<file path="src/rtl/assert_macros.svh">
// assertion helpers, empty when SYNTH is defined
`ifndef ASSERT_MACROS_SVH
`define ASSERT_MACROS_SVH

`ifndef SYNTH

`define ASSERT_SAME_CYCLE(label, clk, rst, cond, expr, msg) \
   label: assert property (@(posedge clk) disable iff (rst) (cond) |-> (expr)) \
      else $error(msg);

`define ASSERT_NEXT_CYCLE(label, clk, rst, cond, expr, msg) \
   label: assert property (@(posedge clk) disable iff (rst) (cond) |=> (expr)) \
      else $error(msg);

`else

`define ASSERT_SAME_CYCLE(label, clk, rst, cond, expr, msg)

`define ASSERT_NEXT_CYCLE(label, clk, rst, cond, expr, msg)

`endif

`endif

</file>
<file path="src/rtl/npl_pkg.sv">
package npl_pkg;

   localparam int VALUE_W = 32;
   localparam int INDEX_W = 10;
   localparam int COUNT_W = 11;

   typedef enum logic {
      CMD_LOAD  = 1'b0,
      CMD_QUERY = 1'b1
   } op_type;

   typedef struct packed {
      op_type                     cmd;
      logic [INDEX_W-1:0]         entry_index;
      logic signed [VALUE_W-1:0]  point_x;
      logic signed [VALUE_W-1:0]  point_y;
      logic signed [VALUE_W-1:0]  query_x;
   } req_type;

   typedef struct packed {
      logic signed [VALUE_W-1:0]  result_y;
      logic [INDEX_W-1:0]         result_index;
   } rsp_type;

   typedef enum logic [2:0] {
      ST_IDLE,
      ST_PROBE,
      ST_FETCH_LO,
      ST_FETCH_HI,
      ST_PICK,
      ST_RESPOND
   } state_type;

   // controller to datapath
   typedef struct packed {
      logic load_write;
      logic query_start;
      logic probe;
      logic fetch_lo;
      logic fetch_hi;
      logic pick;
      logic respond;
   } ctl_type;

   // datapath to controller
   typedef struct packed {
      logic no_probe;
      logic last_probe;
   } sts_type;

endpackage

</file>
<file path="src/rtl/npl_ctrl.sv">
module npl_ctrl import npl_pkg::*; (
   input  logic    clock,
   input  logic    reset,
   input  logic    start,
   input  op_type  req_cmd,
   input  sts_type sts,
   output ctl_type ctl,
   output logic    busy
);

   state_type state_ff, state_in;

   always_ff @(posedge clock) begin
      if (reset) begin
         state_ff <= ST_IDLE;
      end else begin
         state_ff <= state_in;
      end
   end

   always_comb begin
      state_in = state_ff;
      ctl      = '0;
      case (state_ff)
         ST_IDLE: begin
            if (start) begin
               if (req_cmd == CMD_QUERY) begin
                  ctl.query_start = 1'b1;
                  state_in        = sts.no_probe ? ST_FETCH_LO : ST_PROBE;
               end else begin
                  ctl.load_write = 1'b1;
               end
            end
         end
         ST_PROBE: begin
            ctl.probe = 1'b1;
            if (sts.last_probe) begin
               state_in = ST_FETCH_LO;
            end
         end
         ST_FETCH_LO: begin
            ctl.fetch_lo = 1'b1;
            state_in     = ST_FETCH_HI;
         end
         ST_FETCH_HI: begin
            ctl.fetch_hi = 1'b1;
            state_in     = ST_PICK;
         end
         ST_PICK: begin
            ctl.pick = 1'b1;
            state_in = ST_RESPOND;
         end
         ST_RESPOND: begin
            ctl.respond = 1'b1;
            state_in    = ST_IDLE;
         end
         default: begin
            state_in = ST_IDLE;
         end
      endcase
   end

   assign busy = (state_ff != ST_IDLE);

endmodule

</file>
<file path="config.mk">
export PLATFORM = sky130hd
export DESIGN_NAME = npl_ctrl
export DESIGN_NICKNAME = d
export VERILOG_FILES = /design/src/rtl/assert_macros.svh /design/src/rtl/npl_pkg.sv /design/src/rtl/npl_ctrl.sv
export SDC_FILE = /design/constraint.sdc
export NUM_CORES = 1
export LEC_CHECK = 0
export ABC_AREA = 1
export BUFFER_PORTS_ARGS = -buffer_cell sky130_fd_sc_hd__buf_2
export CORE_AREA = 2 2 39 41
export CTS_BUF_LIST = sky130_fd_sc_hd__clkbuf_4
export DETAILED_ROUTE_END_ITERATION = 12
export DIE_AREA = 0 0 41 43
export SLEW_MARGIN = 20
export SYNTH_ARGS = -nofsm -noshare
export SYNTH_HDL_FRONTEND = slang
export SYNTH_SLANG_ARGS = --single-unit
</file>
<file path="constraint.sdc">
create_clock -name clock -period 0.85 [get_ports clock]
set_input_delay 0.0425 -clock clock [delete_from_list [all_inputs] [get_ports clock]]
set_output_delay 0.0425 -clock clock [all_outputs]
set_load 0.05 [all_outputs]
</file>
==> summary.txt <==
Status
  • Status: finished with violations
  • Failing checks: setup timing

Yosys
  • Syn Nets: 40
  • Post-synthesis instance area: 220 µm²
  • Most area-hungry cell type in the Yosys netlist: dfxtp_1
  • Post-synthesis sequential area ratio: 0.273
  • Multiplexer share of the synthesized area: 0
  • Synth cell types: 13
  • Largest family of logic cells by synthesized area: simple AND/OR/NAND/NOR gates
  • Synthesis Warnings: 0
  • Flops & latches, synth: 3
  • Compound-Gate Fraction of Synth Area: 0.0341
  • Adder-cell share of the synthesized area: 0
  • Area fraction in and, or, nand and nor cells after synthesis: 0.574
  • Synthesized instance count: 34
  • Synth top area cells: dfxtp_1, inv_1, nand2_1
  • Post-synth top area share: 0.273
  • Average size of a mapped cell: 6.48 µm²
  • Synth Area in XOR/XNOR: 0

CTS
  • CTS tree: built
  • Clk buf depth: 2
  • Htree depth: 1
  • CTS Buf Count: 3
  • Worst-path clk slew: 0.04 ns
  • Clock Latency Late Sink: 0.23 ns
  • Num Clock Sinks: 3
  • Clk Tree Root Cell: clkbuf_4

Global routing
  • Largest net degree at the start of global routing: 5
  • GRT Total Usage: 0.0991
  • First-pass GRT wire length: 1220 µm
  • Vias in the first global route: 318
  • Antenna violations before repair: 0
  • Total grt overflow: 0

Worst setup path
  • Startpoint types: flop
  • Setup Crit Path Kind: reg -> out
  • Crit Path Max Fanout: 3
  • Nature of the critical path endpoint: output port
  • R2r startpoint: state_ff[2]$_SDFFE_PP0P_
  • Crit path largest cell delay: 0.35 ns
  • CP required: 0.81 ns
  • Critical path, cell by cell: nor2_4 -> nand2_4 -> nor3b_4 -> buf_6
  • Worst reg2reg path depth: 7
  • Crit path launch: state_ff[1]$_SDFFE_PP0P_
  • Worst EP arrival: 1.15 ns
  • Max stage delay cell, worst path: dfxtp_4

Placed design
  • Dpl cells: 68
  • Input/output buffers: 13
  • HPWL Detailed: 493 µm
  • Final Wtd Congestion: 0.768
  • DP Area: 392 µm²

Die
  • Io pins: 14
  • Die Y: 43 µm
  • Die X: 41 µm
  • CORE AREA: 0.00138 mm²
  • Starting Density: 0.159
  • DIE AREA: 0.00176 mm²
  • # rows: 14

Route
  • Post-route met1 wirelength: 289 µm
  • Max layer used: met3
  • WL met3: 49 µm
  • Vias per cell: 3.96
  • Final wirelength: 716 µm
  • DRT iter0 DRCs: 3
  • Final ANT Viol Nets: 0
  • Metal2 WL: 377 µm
  • Wire length per cell: 9.42 µm
  • Via count: 301
  • Drt first pass iters: 4
  • DRC violations left: 0

Layout
  • Final instance area: 582 µm²
  • Largest reg by FF count: state_ff
  • Syn-to-layout area delta: 164%
  • Final nets: 67
  • Flip-flop count of the largest register after layout: 3
  • Post-route insts no fill: 76
  • Most common cell after layout, fill and taps aside: buf_6
  • Finished Core Util: 0.420
  • Biggest regs: state_ff x3
  • Commonest non-fill, non-tap cells in the layout: buf_6, buf_2
  • Proportion of layout cells with a drive suffix above 1: 0.850
  • Diodes inserted: 0
  • Fillers: 147

STA
  • Final min period: 1.20 ns
  • Final worst slack: -0.347 ns
  • Final Skew: 0.00255 ns
  • Final hold vios: 0
  • Slew Limit Headroom: 0.888
  • Max Slew Vio Count: 0
  • Slew at the pin with the worst max-slew slack: 0.168 ns
  • Achievable Freq: 0.835 GHz
  • Setup Viol. Count Final: 11
  • Final worst-path cycle share: 1.41
  • RSZ-0062 raised after global routing: true

Power
  • Worst IR drop on VDD: 1.62 mV
  • Pwr per Cell Area: 2210 mW/mm²
  • Standby leakage power: 0.275 nW

Run
  • Max Cap Viol: 0

Hold path
  • Hold/Removal Path Class: in -> reg
  • Hold Path Stages: 5
  • Hold Path Origin: sts[1]
[final cells by class]
| type | count | area, µm² | share of cell area |
|---|---|---|---|
| multi-input combinational | 24 | 223 | 0.383 |
| clock buffer | 4 | 30.0 | 0.0516 |
| inverter | 7 | 32.5 | 0.0559 |
| timing repair buffer | 22 | 208 | 0.357 |
| tap | 16 | 20.0 | 0.0344 |
| sequential | 3 | 68.8 | 0.118 |
[report_power, final]
| part | internal [mW] | switching [mW] |
|---|---|---|
| logic | 0.344 | 0.459 |
| clock network | 0.207 | 0.0645 |
| registers | 0.171 | 0.0370 |
| total | 0.723 | 0.561 |
[through the flow]
step           worst slack, ns  hold WS [ns]  setup TNS, ns  power [mW]
6_report                -0.347         0.189          -2.53        1.28
3_3_place_gp            -0.171         0.224          -1.08       0.742
5_1_grt                 -0.403         0.213          -3.07        1.37
4_1_cts                 -0.350         0.187          -2.56        1.22
2_1_floorplan           -0.389         0.105          -1.63       0.615
3_5_place_dp            -0.193         0.228          -1.30       0.752
[final timing paths]
check	endpoint	slack [ns]
setup / recovery	ctl[6]	-0.35
hold / removal	state_ff[1]$_SDFFE_PP0P_	0.19
setup reg to reg	state_ff[0]$_SDFFE_PP0P_	-0.16
hold reg to reg	state_ff[1]$_SDFFE_PP0P_	0.65
[worst max-delay path, delay by kind of cell (launching register included)]
family                 cells  cell delay [ns]
flip-flops                 1             0.35
buffers and inverters      1             0.18
AND/OR/NAND/NOR            3             0.40
[repair_timing]
action	in CTS	in global routing
hold buffers	1	0
gates resized for setup	27	12
endpoints found under the setup margin	11	11
buffers inserted	3	0
hold endpoints to repair	1	0
pin swaps	7	8
[cell usage after synthesis]
master,n
inv_1,6
o21a_1,1
nand2_2,2
nand3_1,3
nor2_2,3
nor3b_2,1
nor2_1,4
nor3_2,1
nand3_2,1
nor3_1,2
inv_2,1
nand2_1,6
dfxtp_1,3
[cell families (layout without fill, tap and decap cells)]
logic type             Yosys count  count (layout)
DFF                              3               3
and+or+nand+nor                 23              23
buffers and inverters            7              33
AOI/OAI and AO/OA                1               1
[routing by layer]
metal / GRT usage / vias to the layer above
met5: 0 / -
met4: 0 / 0
met3: 0.0471 / 0
met2: 0.166 / 12
met1: 0.118 / 131
li1: - / 158
No activity file was read; power rests on OpenSTA's default activity.
